==> src/sv/tbk_pkg.sv <==
// ----------------------------------------------------------------------------
// Two-background alpha key: shared definitions
// Register indexes, the configuration record, the item that travels from the
// classifying front end to the colour back end, and the pixel formats.
// ----------------------------------------------------------------------------
package tbk_pkg;

    // Field widths
    localparam int PIX_W      = 8;
    localparam int GAIN_W     = 14;
    localparam int CFG_ADDR_W = 3;
    localparam int CFG_DATA_W = 14;
    localparam int RECIP_W    = 16;

    // Default depth of the queue between front and back
    localparam int QUEUE_DEPTH_DEF = 4;

    // Register indexes on the configuration port
    localparam logic [CFG_ADDR_W-1:0] REG_BG_BLUE        = 3'd0;
    localparam logic [CFG_ADDR_W-1:0] REG_BG_GREEN       = 3'd1;
    localparam logic [CFG_ADDR_W-1:0] REG_BG_RED         = 3'd2;
    localparam logic [CFG_ADDR_W-1:0] REG_GAIN_BLUE      = 3'd3;
    localparam logic [CFG_ADDR_W-1:0] REG_GAIN_GREEN     = 3'd4;
    localparam logic [CFG_ADDR_W-1:0] REG_GAIN_RED       = 3'd5;
    localparam logic [CFG_ADDR_W-1:0] REG_CHANNEL_ENABLE = 3'd6;
    localparam logic [CFG_ADDR_W-1:0] REG_OUT_MODE       = 3'd7;

    // Output formats
    typedef enum logic [1:0] {
        MODE_RGBA        = 2'd0,
        MODE_ALPHA_WHITE = 2'd1,
        MODE_RGB         = 2'd2,
        MODE_ALPHA_REP   = 2'd3
    } out_mode_t;

    // Configuration registers as seen by the datapath
    typedef struct packed {
        logic [PIX_W-1:0]         bg_blue;
        logic [PIX_W-1:0]         bg_green;
        logic [PIX_W-1:0]         bg_red;
        logic signed [GAIN_W-1:0] gain_blue;
        logic signed [GAIN_W-1:0] gain_green;
        logic signed [GAIN_W-1:0] gain_red;
        logic [2:0]               channel_enable;
        out_mode_t                out_mode;
    } cfg_t;

    // Input pixel pair, last field in the lowest bits
    typedef struct packed {
        logic [PIX_W-1:0] px2_red;
        logic [PIX_W-1:0] px2_green;
        logic [PIX_W-1:0] px2_blue;
        logic [PIX_W-1:0] px1_red;
        logic [PIX_W-1:0] px1_green;
        logic [PIX_W-1:0] px1_blue;
    } pix_t;

    // Output pixel, last field in the lowest bits
    typedef struct packed {
        logic [PIX_W-1:0] out_alpha;
        logic [PIX_W-1:0] out_red;
        logic [PIX_W-1:0] out_green;
        logic [PIX_W-1:0] out_blue;
    } res_t;

    // Classified item handed from the front end to the back end
    typedef struct packed {
        logic [PIX_W-1:0]   p1_blue;
        logic [PIX_W-1:0]   p1_green;
        logic [PIX_W-1:0]   p1_red;
        logic [PIX_W-1:0]   rev;
        logic [PIX_W-1:0]   alpha;
        logic [RECIP_W-1:0] recip;
        logic               keep;
    } job_t;

endpackage

==> src/sv/two_background_alpha_key.sv <==
// ----------------------------------------------------------------------------
// Two-background alpha key
// Recovers foreground colour and alpha of a pixel shot over two known
// backgrounds, with four output formats.
//
// Channel   Direction  Ports                         Payload
// input     slave      s_tvalid s_tready s_tdata     two BGR pixels, 48 bits
// result    master     m_tvalid m_tready m_tdata     BGRA pixel, 32 bits
// config    write      cfg_we cfg_addr cfg_wdata     eight registers
//
// One pixel pair per clock is sustained while m_tready stays high; the multipliers are fully pipelined.
// An input transfer loads front stage A, then stage B, the queue, stage C and
// the output register, which drives m_tvalid.
// aresetn is synchronous; it empties the pipeline and clears the registers.
// A stall at m_tready fills the back stages, then the queue, then the two
// front stages, and only then drops s_tready.
// ----------------------------------------------------------------------------
module two_background_alpha_key #(
    parameter int QUEUE_DEPTH = tbk_pkg::QUEUE_DEPTH_DEF
) (
    input  logic                             aclk,
    input  logic                             aresetn,
    // Input stream
    input  logic                             s_tvalid,
    output logic                             s_tready,
    // px1_blue, px1_green, px1_red, px2_blue, px2_green, px2_red
    input  logic [47:0]                      s_tdata,
    // Result stream
    output logic                             m_tvalid,
    input  logic                             m_tready,
    // out_blue, out_green, out_red, out_alpha
    output logic [31:0]                      m_tdata,
    // Configuration write port
    input  logic                             cfg_we,
    input  logic [tbk_pkg::CFG_ADDR_W-1:0]   cfg_addr,
    input  logic [tbk_pkg::CFG_DATA_W-1:0]   cfg_wdata
);

    tbk_pkg::cfg_t cfg_reg;
    tbk_pkg::pix_t s_pix;
    tbk_pkg::res_t m_res;
    tbk_pkg::job_t f_job;
    tbk_pkg::job_t q_job;
    logic          f_valid;
    logic          f_ready;
    logic          q_valid;
    logic          q_ready;

    // Configuration registers
    always_ff @(posedge aclk) begin
        if (!aresetn) begin
            cfg_reg <= '0;
        end else if (cfg_we) begin
            unique case (cfg_addr)
                tbk_pkg::REG_BG_BLUE:        cfg_reg.bg_blue    <= cfg_wdata[7:0];
                tbk_pkg::REG_BG_GREEN:       cfg_reg.bg_green   <= cfg_wdata[7:0];
                tbk_pkg::REG_BG_RED:         cfg_reg.bg_red     <= cfg_wdata[7:0];
                tbk_pkg::REG_GAIN_BLUE:      cfg_reg.gain_blue  <= cfg_wdata;
                tbk_pkg::REG_GAIN_GREEN:     cfg_reg.gain_green <= cfg_wdata;
                tbk_pkg::REG_GAIN_RED:       cfg_reg.gain_red   <= cfg_wdata;
                tbk_pkg::REG_CHANNEL_ENABLE: cfg_reg.channel_enable <= cfg_wdata[2:0];
                tbk_pkg::REG_OUT_MODE: begin
                    cfg_reg.out_mode <= tbk_pkg::out_mode_t'(cfg_wdata[1:0]);
                end
                default: begin
                end
            endcase
        end
    end

    assign s_pix   = tbk_pkg::pix_t'(s_tdata);
    assign m_tdata = m_res;

    // Front end: differences, inverse alpha, reciprocal
    tbk_front u_front (
        .aclk      (aclk),
        .aresetn   (aresetn),
        .cfg       (cfg_reg),
        .in_valid  (s_tvalid),
        .in_ready  (s_tready),
        .in_pix    (s_pix),
        .out_valid (f_valid),
        .out_ready (f_ready),
        .out_job   (f_job)
    );

    // Queue between the two halves
    tbk_queue #(
        .DEPTH (QUEUE_DEPTH)
    ) u_queue (
        .aclk     (aclk),
        .aresetn  (aresetn),
        .wr_valid (f_valid),
        .wr_ready (f_ready),
        .wr_job   (f_job),
        .rd_valid (q_valid),
        .rd_ready (q_ready),
        .rd_job   (q_job)
    );

    // Back end: colour recovery and formatting
    tbk_back u_back (
        .aclk      (aclk),
        .aresetn   (aresetn),
        .cfg       (cfg_reg),
        .in_valid  (q_valid),
        .in_ready  (q_ready),
        .in_job    (q_job),
        .out_valid (m_tvalid),
        .out_ready (m_tready),
        .out_res   (m_res)
    );

    // The 24-bit formats never carry alpha.
    assert property (@(posedge aclk) disable iff (!aresetn)
        m_tvalid && (cfg_reg.out_mode == tbk_pkg::MODE_RGB ||
                     cfg_reg.out_mode == tbk_pkg::MODE_ALPHA_REP)
        |-> m_res.out_alpha == 8'd0)
        else $error("alpha byte set in a 24-bit format");

    // With no channel enabled alpha is zero, so RGBA results are all zero.
    assert property (@(posedge aclk) disable iff (!aresetn)
        m_tvalid && cfg_reg.channel_enable == 3'd0 &&
        cfg_reg.out_mode == tbk_pkg::MODE_RGBA
        |-> m_tdata == 32'd0)
        else $error("nonzero result with all channels disabled");

    // Alpha-with-white format always shows white colour.
    assert property (@(posedge aclk) disable iff (!aresetn)
        m_tvalid && cfg_reg.out_mode == tbk_pkg::MODE_ALPHA_WHITE
        |-> m_tdata[23:0] == 24'hffffff)
        else $error("colour not white in alpha-with-white format");

    // Reset empties the output stage.
    assert property (@(posedge aclk) !aresetn |=> !m_tvalid)
        else $error("result valid right after reset");

endmodule

==> src/sv/tbk_front.sv <==
// ----------------------------------------------------------------------------
// Two-background alpha key: front end
// Accepts pixel pairs, forms the scaled background differences, takes their
// minimum as inverse alpha and looks up the alpha reciprocal.
// ----------------------------------------------------------------------------
module tbk_front (
    input  logic          aclk,
    input  logic          aresetn,
    input  tbk_pkg::cfg_t cfg,
    input  logic          in_valid,
    output logic          in_ready,
    input  tbk_pkg::pix_t in_pix,
    output logic          out_valid,
    input  logic          out_ready,
    output tbk_pkg::job_t out_job
);

    localparam int DIFF_W = tbk_pkg::PIX_W + 1;
    localparam int PROD_W = DIFF_W + tbk_pkg::GAIN_W;
    localparam int T_W    = PROD_W - 9;

    // Reciprocal table: 0x10100 / alpha, zero where alpha is below two.
    logic [tbk_pkg::RECIP_W-1:0] recip_tab [256];
    for (genvar Alpha = 0; Alpha < 256; Alpha++) begin : g_recip
        localparam int Divisor  = (Alpha < 2) ? 1 : Alpha;
        localparam int RecipVal = (Alpha < 2) ? 0 : 32'h10100 / Divisor;
        assign recip_tab[Alpha] = tbk_pkg::RECIP_W'(RecipVal);
    end

    // Lane views, blue at index 0
    logic [tbk_pkg::PIX_W-1:0]  p1 [3];
    logic [tbk_pkg::PIX_W-1:0]  p2 [3];
    logic [tbk_pkg::GAIN_W-1:0] gain [3];

    assign p1[0]   = in_pix.px1_blue;
    assign p1[1]   = in_pix.px1_green;
    assign p1[2]   = in_pix.px1_red;
    assign p2[0]   = in_pix.px2_blue;
    assign p2[1]   = in_pix.px2_green;
    assign p2[2]   = in_pix.px2_red;
    assign gain[0] = cfg.gain_blue;
    assign gain[1] = cfg.gain_green;
    assign gain[2] = cfg.gain_red;

    // Stage registers
    logic                      a_valid_reg;
    logic signed [PROD_W-1:0]  a_prod_reg [3];
    logic signed [PROD_W-1:0]  a_prod_next [3];
    logic [tbk_pkg::PIX_W-1:0] a_p1_reg [3];
    logic                      b_valid_reg;
    tbk_pkg::job_t             b_job_reg;
    tbk_pkg::job_t             b_job_next;

    logic a_adv;
    logic b_adv;

    // Stall chain: a stage moves when it is empty or its successor moves.
    assign b_adv    = !b_valid_reg || out_ready;
    assign a_adv    = !a_valid_reg || b_adv;
    assign in_ready = a_adv;

    // Stage A: signed difference times gain, one multiplier per lane.
    always_comb begin
        logic signed [DIFF_W-1:0] diff;
        for (int c = 0; c < 3; c++) begin
            diff = $signed({1'b0, p1[c]}) - $signed({1'b0, p2[c]});
            a_prod_next[c] = PROD_W'(diff * $signed(gain[c]));
        end
    end

    // Stage B: floor shift, minimum over enabled lanes, clamp, table lookup.
    always_comb begin
        logic signed [T_W-1:0] t;
        logic signed [T_W-1:0] cur;
        cur = T_W'(255);
        for (int c = 0; c < 3; c++) begin
            t = T_W'(a_prod_reg[c] >>> 9);
            if (cfg.channel_enable[c] && (t < cur)) begin
                cur = t;
            end
        end
        b_job_next          = '0;
        b_job_next.p1_blue  = a_p1_reg[0];
        b_job_next.p1_green = a_p1_reg[1];
        b_job_next.p1_red   = a_p1_reg[2];
        b_job_next.rev      = cur[T_W-1] ? '0 : cur[tbk_pkg::PIX_W-1:0];
        b_job_next.alpha    = 8'd255 - b_job_next.rev;
        b_job_next.keep     = (b_job_next.alpha >= 8'd2);
        b_job_next.recip    = recip_tab[b_job_next.alpha];
    end

    // Control state
    always_ff @(posedge aclk) begin
        if (!aresetn) begin
            a_valid_reg <= 1'b0;
            b_valid_reg <= 1'b0;
        end else begin
            if (a_adv) begin
                a_valid_reg <= in_valid;
            end
            if (b_adv) begin
                b_valid_reg <= a_valid_reg;
            end
        end
    end

    // Payload
    always_ff @(posedge aclk) begin
        if (a_adv && in_valid) begin
            for (int c = 0; c < 3; c++) begin
                a_prod_reg[c] <= a_prod_next[c];
                a_p1_reg[c]   <= p1[c];
            end
        end
        if (b_adv && a_valid_reg) begin
            b_job_reg <= b_job_next;
        end
    end

    assign out_valid = b_valid_reg;
    assign out_job   = b_job_reg;

endmodule

==> src/sv/tbk_queue.sv <==
// ----------------------------------------------------------------------------
// Two-background alpha key: job queue
// Short first-in first-out buffer that lets the front end and the back end
// stall independently.
// ----------------------------------------------------------------------------
module tbk_queue #(
    parameter int DEPTH = tbk_pkg::QUEUE_DEPTH_DEF
) (
    input  logic          aclk,
    input  logic          aresetn,
    input  logic          wr_valid,
    output logic          wr_ready,
    input  tbk_pkg::job_t wr_job,
    output logic          rd_valid,
    input  logic          rd_ready,
    output tbk_pkg::job_t rd_job
);

    localparam int PTR_W = (DEPTH > 1) ? $clog2(DEPTH) : 1;
    localparam int CNT_W = $clog2(DEPTH + 1);

    tbk_pkg::job_t    mem_reg [DEPTH];
    logic [PTR_W-1:0] wr_ptr_reg;
    logic [PTR_W-1:0] rd_ptr_reg;
    logic [CNT_W-1:0] count_reg;
    logic             do_wr;
    logic             do_rd;

    assign wr_ready = (count_reg != CNT_W'(DEPTH));
    assign rd_valid = (count_reg != '0);
    assign rd_job   = mem_reg[rd_ptr_reg];
    assign do_wr    = wr_valid && wr_ready;
    assign do_rd    = rd_valid && rd_ready;

    // Pointers and fill count
    always_ff @(posedge aclk) begin
        if (!aresetn) begin
            wr_ptr_reg <= '0;
            rd_ptr_reg <= '0;
            count_reg  <= '0;
        end else begin
            if (do_wr) begin
                wr_ptr_reg <= (wr_ptr_reg == PTR_W'(DEPTH - 1)) ? '0 : wr_ptr_reg + 1'b1;
            end
            if (do_rd) begin
                rd_ptr_reg <= (rd_ptr_reg == PTR_W'(DEPTH - 1)) ? '0 : rd_ptr_reg + 1'b1;
            end
            if (do_wr && !do_rd) begin
                count_reg <= count_reg + 1'b1;
            end else if (do_rd && !do_wr) begin
                count_reg <= count_reg - 1'b1;
            end
        end
    end

    // Storage
    always_ff @(posedge aclk) begin
        if (do_wr) begin
            mem_reg[wr_ptr_reg] <= wr_job;
        end
    end

endmodule

==> src/sv/tbk_back.sv <==
// ----------------------------------------------------------------------------
// Two-background alpha key: back end
// Removes background 1, divides by alpha through the reciprocal, clips and
// formats the result into the output register.
// ----------------------------------------------------------------------------
module tbk_back (
    input  logic          aclk,
    input  logic          aresetn,
    input  tbk_pkg::cfg_t cfg,
    input  logic          in_valid,
    output logic          in_ready,
    input  tbk_pkg::job_t in_job,
    output logic          out_valid,
    input  logic          out_ready,
    output tbk_pkg::res_t out_res
);

    localparam int VAL_W = 2 * tbk_pkg::PIX_W;
    localparam int MUL_W = VAL_W + tbk_pkg::RECIP_W;

    logic [tbk_pkg::PIX_W-1:0] p1 [3];
    logic [tbk_pkg::PIX_W-1:0] bg [3];

    assign p1[0] = in_job.p1_blue;
    assign p1[1] = in_job.p1_green;
    assign p1[2] = in_job.p1_red;
    assign bg[0] = cfg.bg_blue;
    assign bg[1] = cfg.bg_green;
    assign bg[2] = cfg.bg_red;

    // Stage registers
    logic                        c_valid_reg;
    logic [VAL_W-1:0]            c_val_reg [3];
    logic [VAL_W-1:0]            c_val_next [3];
    logic [tbk_pkg::RECIP_W-1:0] c_recip_reg;
    logic [tbk_pkg::PIX_W-1:0]   c_alpha_reg;
    logic                        c_keep_reg;
    logic                        out_valid_reg;
    tbk_pkg::res_t               out_res_reg;
    tbk_pkg::res_t               out_res_next;

    logic c_adv;
    logic d_adv;

    assign d_adv    = !out_valid_reg || out_ready;
    assign c_adv    = !c_valid_reg || d_adv;
    assign in_ready = c_adv;

    // Stage C: 255 * px1 minus background times inverse alpha, floored at zero.
    always_comb begin
        logic [VAL_W-1:0] pos;
        logic [VAL_W-1:0] neg;
        logic [VAL_W:0]   v;
        for (int c = 0; c < 3; c++) begin
            pos = {p1[c], 8'd0} - {8'd0, p1[c]};
            neg = VAL_W'(bg[c] * in_job.rev);
            v   = {1'b0, pos} - {1'b0, neg};
            c_val_next[c] = v[VAL_W] ? '0 : v[VAL_W-1:0];
        end
    end

    // Stage D: multiply by the reciprocal, keep the upper half, clip, format.
    always_comb begin
        logic [MUL_W-1:0]          prod;
        logic [VAL_W-1:0]          q;
        logic [tbk_pkg::PIX_W-1:0] col [3];
        logic [tbk_pkg::PIX_W-1:0] ca;
        for (int c = 0; c < 3; c++) begin
            prod = MUL_W'(c_val_reg[c] * c_recip_reg);
            q    = prod[MUL_W-1 -: VAL_W];
            if (!c_keep_reg) begin
                col[c] = '0;
            end else if (|q[VAL_W-1:tbk_pkg::PIX_W]) begin
                col[c] = 8'hff;
            end else begin
                col[c] = q[tbk_pkg::PIX_W-1:0];
            end
        end
        ca = c_keep_reg ? c_alpha_reg : '0;
        unique case (cfg.out_mode)
            tbk_pkg::MODE_RGBA: begin
                out_res_next = '{out_alpha: ca, out_red: col[2],
                                 out_green: col[1], out_blue: col[0]};
            end
            tbk_pkg::MODE_ALPHA_WHITE: begin
                out_res_next = '{out_alpha: ca, out_red: 8'hff,
                                 out_green: 8'hff, out_blue: 8'hff};
            end
            tbk_pkg::MODE_RGB: begin
                out_res_next = '{out_alpha: 8'd0, out_red: col[2],
                                 out_green: col[1], out_blue: col[0]};
            end
            default: begin
                out_res_next = '{out_alpha: 8'd0, out_red: ca,
                                 out_green: ca, out_blue: ca};
            end
        endcase
    end

    // Control state
    always_ff @(posedge aclk) begin
        if (!aresetn) begin
            c_valid_reg   <= 1'b0;
            out_valid_reg <= 1'b0;
        end else begin
            if (c_adv) begin
                c_valid_reg <= in_valid;
            end
            if (d_adv) begin
                out_valid_reg <= c_valid_reg;
            end
        end
    end

    // Payload
    always_ff @(posedge aclk) begin
        if (c_adv && in_valid) begin
            for (int c = 0; c < 3; c++) begin
                c_val_reg[c] <= c_val_next[c];
            end
            c_recip_reg <= in_job.recip;
            c_alpha_reg <= in_job.alpha;
            c_keep_reg  <= in_job.keep;
        end
        if (d_adv && c_valid_reg) begin
            out_res_reg <= out_res_next;
        end
    end

    assign out_valid = out_valid_reg;
    assign out_res   = out_res_reg;

endmodule

==> config.mk <==
export PLATFORM = sky130hd
export DESIGN_NAME = two_background_alpha_key
export DESIGN_NICKNAME = d
export VERILOG_FILES = /design/src/sv/tbk_pkg.sv /design/src/sv/two_background_alpha_key.sv /design/src/sv/tbk_front.sv /design/src/sv/tbk_queue.sv /design/src/sv/tbk_back.sv
export SDC_FILE = /design/constraint.sdc
export NUM_CORES = 2
export LEC_CHECK = 0
export ABC_AREA = 1
export BUFFER_PORTS_ARGS = -buffer_cell sky130_fd_sc_hd__buf_4
export CAP_MARGIN = 20
export CORE_ASPECT_RATIO = 1.25
export CORE_MARGIN = 2
export CORE_UTILIZATION = 36
export CTS_BUF_LIST = sky130_fd_sc_hd__clkbuf_16
export CTS_CLUSTER_DIAMETER = 60
export CTS_CLUSTER_SIZE = 12
export DETAILED_ROUTE_END_ITERATION = 8
export PLACE_DENSITY = 0.49
export REMOVE_ABC_BUFFERS = 1
export SLEW_MARGIN = 40
export SYNTH_ARGS = -nofsm -noshare
export SYNTH_HDL_FRONTEND = slang
export SYNTH_SLANG_ARGS = --single-unit
export TNS_END_PERCENT = 10
==> constraint.sdc <==
create_clock -name aclk -period 9 [get_ports aclk]
set_input_delay 1.8 -clock aclk [delete_from_list [all_inputs] [get_ports aclk]]
set_output_delay 1.8 -clock aclk [all_outputs]
set_load 0.02 [all_outputs]
# Yosys cells after proc, flatten, opt, wreduce, memory -nomap -nowiden
# Memory sizes are Yosys's and may differ from the RTL's. A register that Yosys moved wholly into a read port is not among the register bits.
# Index checks and enable logic that the tools add are counted.
# word_totals
reg_bits	156
latch_bits	0
ram_bits	369
mem_bits_ro	4096
in_bits	70
out_inout_bits	34
n_memories	5
# classes
n_addsub	14
n_mul	9
div	0
magnitude_cmp	4
n_eq_ne	12
shifts	0
mux	27
bitwise	1
reduce_logical	35
# memory_table
memory	words	word_bits	read_ports	rd_ports_with_merged_regs	write_ports	line	rtl
(no name shown)	256	16	1	1	0	tbk_front.sv:89	b_job_next.recip = recip_tab[b_job_next.alpha];
u_queue.mem_reg	4	57	1	1	1	tbk_queue.sv:22	tbk_pkg::job_t mem_reg [DEPTH];
u_front.a_prod_reg	3	23	3	0	3	tbk_front.sv:47	logic signed [PROD_W-1:0] a_prod_reg [3];
u_back.c_val_reg	3	16	3	0	3	tbk_back.sv:33	logic [VAL_W-1:0] c_val_reg [3];
u_front.a_p1_reg	3	8	3	3	3	tbk_front.sv:49	logic [tbk_pkg::PIX_W-1:0] a_p1_reg [3];
# ops
operator	count
multiplier 16 x 16 -> 32 bit	3
case mux 32 bit (3 select lines)	1
multiplier 9 x 14 -> 23 bit	3
2-to-1 mux 8 bit	8
subtractor 16 x 16 -> 17 bit	3
multiplier 8 x 8 -> 16 bit	3
2-to-1 mux 16 bit	3
subtractor 16 x 8 -> 16 bit	3
2-to-1 mux 14 bit	3
less-than comparator 14 bit	2
subtractor 8 x 8 -> 9 bit	3
OR reduction 8 bit	3
AND reduction 2 bit	8
less-than comparator 14 x 9 -> 1 bit, second input constant	1
equality test 3 bit, second input constant	4
logical AND 1 bit	10
inverter 8 -> 9 bit	1
>= comparator 8 x 2 -> 1 bit, second input constant	1
2-to-1 mux 2 bit	4
subtractor 8 bit, first input constant	1
equality test 2 bit, second input constant	3
equality test 3 x 2 -> 1 bit, second input constant	2
zero test 1 bit	6
2-to-1 mux 1 bit	6
other kinds (12)	17

# Logic depth before layout (Yosys ltp)
# An unclocked memory read counts as a cell.
# depth
word_depth	13
depth_mapped	48
mapped_depth_nobuf	45

# Cells and area by module
# From an unflattened synthesis, not the netlist that was laid out.
# unflattened
hier_cells	9044
hier_area_um2	73056.3
# modules_own_cells
module	n_inst	cells_per_inst	area_per_inst_um2	seq_area_each_um2
tbk_back	1	5477	40238.6	3193.1
tbk_front	1	2529	21018.9	3733.6
tbk_queue	1	621	8927.3	7026.7
two_background_alpha_key	1	417	2871.5	1421.4

# Least setup slack after synthesis
# Ideal clock, no wire load.
# synth_path
kind	input to register
start	in s_tdata[42]
end	mem u_front.a_prod_reg[0][68] (netlist name) (data pin)
setup_ns	0.265
t_arrival_ns	8.195
setup_slack_ns	0.540
stages	40
path_cell_list	inv_1 -> ha_1 -> a21oi_1 -> and2_1 -> inv_1 -> a21oi_1 -> o21ai_0 -> nand2_1 -> nand2_1 -> a21oi_1 -> inv_1 -> or2_2 -> nand2_1 -> inv_1 -> clkbuf_1 -> nand2_1 -> fa_1 -> fa_1 -> [4 not listed] -> fa_1 -> inv_1 -> ha_1 -> a21oi_1 -> o21bai_1 -> a21o_1 -> a21o_1 -> a21oi_1 -> o21bai_1 -> a21o_1 -> a21o_1 -> nand2_1 -> nand2_1 -> nand2_1 -> nand2_1 -> nand3_1 -> o21ai_0 -> xor2_1
# synth_rtl
element	line	rtl
from (decl)	two_background_alpha_key.sv:27	input logic [47:0] s_tdata,
to (decl)	tbk_front.sv:47	

==> key figures <==
Critical path
  • Worst r2r path cells: 27
  • CP Capture Type: register
  • End of the critical path: u_front.a_prod_reg[0][68]$_DFFE_PP_
  • Crit path max-delay cell type: fa_1
  • Critical Path Source Type: input pin
  • Most used cell, CP: nand2_1
  • RR Endpoint: u_back.out_res[3]$_DFFE_PP_
  • Critical path type: input pin to register
  • CP delay by family, top: adder cells
  • Critical path depth: 39
  • Slowest cell delay on critical path: 0.49 ns
  • Worst Path Required: 9.42 ns
  • CP Launch Point: s_tdata[18]
  • WP buf/inv: 7
  • CP max FO: 4
  • Flop2flop setup slack: 0.95 ns
  • Worst Path Arrival: 8.53 ns
  • Reg-to-reg startpoint: u_back.c_val_reg[0][9]$_SDFFCE_PP0P_

Yosys
  • EDFF count, synth: 456
  • Cell taking the most area after synthesis: fa_1
  • Mean Syn Cell Area: 8.68 sq um
  • Syn. warnings: 0
  • Main synth FF type: edfxtp_1
  • Synth async-reset ratio: 0%
  • Synth area leaders: fa_1 (30%), edfxtp_1 (20%), ha_1 (11%)
  • Synth top cells by count: inv_1 (1836), nand2_1 (1685), fa_1 (1043)
  • Post-synthesis instance total: 7900
  • Sequential fraction of the synthesis area: 22.4%
  • Top-count cell post-synth: inv_1
  • FF+latch count, synth: 540
  • Library cells used by synthesis: 68
  • Post-Syn Area: 68600 sq um
  • Synth top area share: 30.5%

Cells and area
  • Layout area overhead: 9.23%
  • Fraction of layout cells with a size suffix above 1: 5.52%
  • Finished Core Util: 39.5%
  • Design Area, Final: 74900 sq um
  • Nets: just under 10000
  • Max FFs per register: 228

Global route
  • Global-route wire length before repair: 310000 microns
  • Global-route usage over all layers: about a fifth
  • Initial antenna violation count: 6
  • Total grt overflow: 0
  • Vias in the first global route: 54100
  • Pin count of the biggest net entering global routing: 79

STA
  • Setup repair after global routing missed its margin: no
  • Final hold vios: 0
  • Worst Tran Pin Value: 0.877 ns
  • Max frequency: 123 MHz
  • Slew Viols, Final: 0
  • Worst Skew: 0.0560 ns
  • Total negative slack: 0 ns
  • Min Tclk post-route: ~8.1 ns
  • Hold WS: about 0.42 ns
  • Tcrit/Tclk final: 90.1%
  • Final setup viols: 0
  • Relative slew margins: between 40% and 50%

Floorplanning
  • Cell row count: 179
  • Die area: 194000 sq um
  • Ports: 104
  • Die height: 492 microns
  • Initial core utilization: 36.1%
  • Die Wd: 394 microns
  • Core area: 190000 sq um

Placed design
  • GP Congestion: 0.926
  • Area after DPL: 72500 sq um
  • Buffers on Ports: 103
  • Post-DP HPWL: 152000 microns

Clocking
  • CTS clock-pin slew for the worst setup and hold paths: 0.06 ns
  • # Post-CTS Setup Buffers: 0
  • Hold Buf Count CTS: 0
  • CTS tree: done
  • Clock sink count: 540
  • CTS root buffer: clkbuf_16
  • Clock Path Buffers: 3
  • Post-CTS sizing: 0
  • Clk Latency, worst-skew pair: 0.70 ns
  • Clock H-tree levels: 3
  • CTS buffer count: 71

Routing
  • Via/cell ratio: between 4 and 5
  • 1st-iter DRT viols: 2717
  • # DRC: 0
  • DR pass1 iterations: 7
  • Via count: 50600
  • WL final: around 200000 microns
  • Drt wl/cell: 18.6 microns
  • Remaining antenna violation count after routing: 0

Flow run
  • Max cap viols: 0

Hold path
  • HP Class: register to register

Run status
  • Outcome: complete, no violations
## routing by layer
layer / global-route usage (%) / vias to the layer above / wire length (microns)
met5: 0 / - / 0
met4: 6.37 / 0 / 5590
met3: 1.96 / 256 / 7150
met2: 37.0 / 1014 / 99800
met1: 25.6 / 25300 / 82700
li1: - / 24000 / -
## placed cells by master, fill, tap and decap left out, drive strengths merged, types with 33 or more instances in the layout
cell and count:
inv 1876, nand2 1702, fa 1043, ha 624
nor2 571, edfxtp 456, a21oi 323, o21ai 267
buf 248, nand3 216, xor2 111, dfxtp 84
clkbuf 73, xnor2 62, nand4 42, clkinv 33
## area by class of cell
| cell class | count | area (sq um) |
|---|---|---|
| diodes | 5 | 12.5 |
| clock buffers | 73 | 1830 |
| clock inverters | 50 | 474 |
| fillers | 19200 | 115000 |
| inverters | 1864 | 7000 |
| multi-input cells | 5179 | 44900 |
| flip-flops and latches | 540 | 15400 |
| well taps | 2534 | 3170 |
| repair buffers | 248 | 2130 |
## worst min-delay path by stage
stage	from	cells after the start	slack, ns	to
2_1_floorplan	u_front.a_p1_reg[0][16]$_DFFE_PP_	0	0.40	u_front.out_job[33]$_DFFE_PP_
3_3_place_gp	u_front.a_p1_reg[0][3]$_DFFE_PP_	0	0.40	u_front.out_job[52]$_DFFE_PP_
3_5_place_dp	u_front.a_p1_reg[0][3]$_DFFE_PP_	0	0.41	u_front.out_job[52]$_DFFE_PP_
4_1_cts	u_front.a_p1_reg[0][3]$_DFFE_PP_	0	0.42	u_front.out_job[52]$_DFFE_PP_
5_1_grt	u_front.a_p1_reg[0][4]$_DFFE_PP_	0	0.43	u_front.out_job[53]$_DFFE_PP_
6_report	u_front.a_p1_reg[0][4]$_DFFE_PP_	0	0.42	u_front.out_job[53]$_DFFE_PP_
## stage by stage
step / worst slack, ns / cells
5_1_grt: 0.308 / 10500
3_3_place_gp: 0.111 / 10300
6_report: 0.887 / 10500
4_1_cts: 0.895 / 10500
3_5_place_dp: 0.170 / 10400
2_1_floorplan: 0.540 / 7583
## logic make-up (layout without fill, tap and decap cells)
family,Yosys count,in the layout,synth area share (%)
AO/OA/AOI/OAI,757,757,6.25
XOR/XNOR,173,173,2.23
adder cells (fa/ha/maj),1667,1667,41.8
buffers and inverters,2181,2235,12.2
flip-flops,540,540,22.4
other,0,5,0
AND/OR/NAND/NOR,2582,2582,15.1
Power is left out: the tool's default activity adds up to more than one toggle a clock period on the data nets, which glitch-free logic cannot reach.
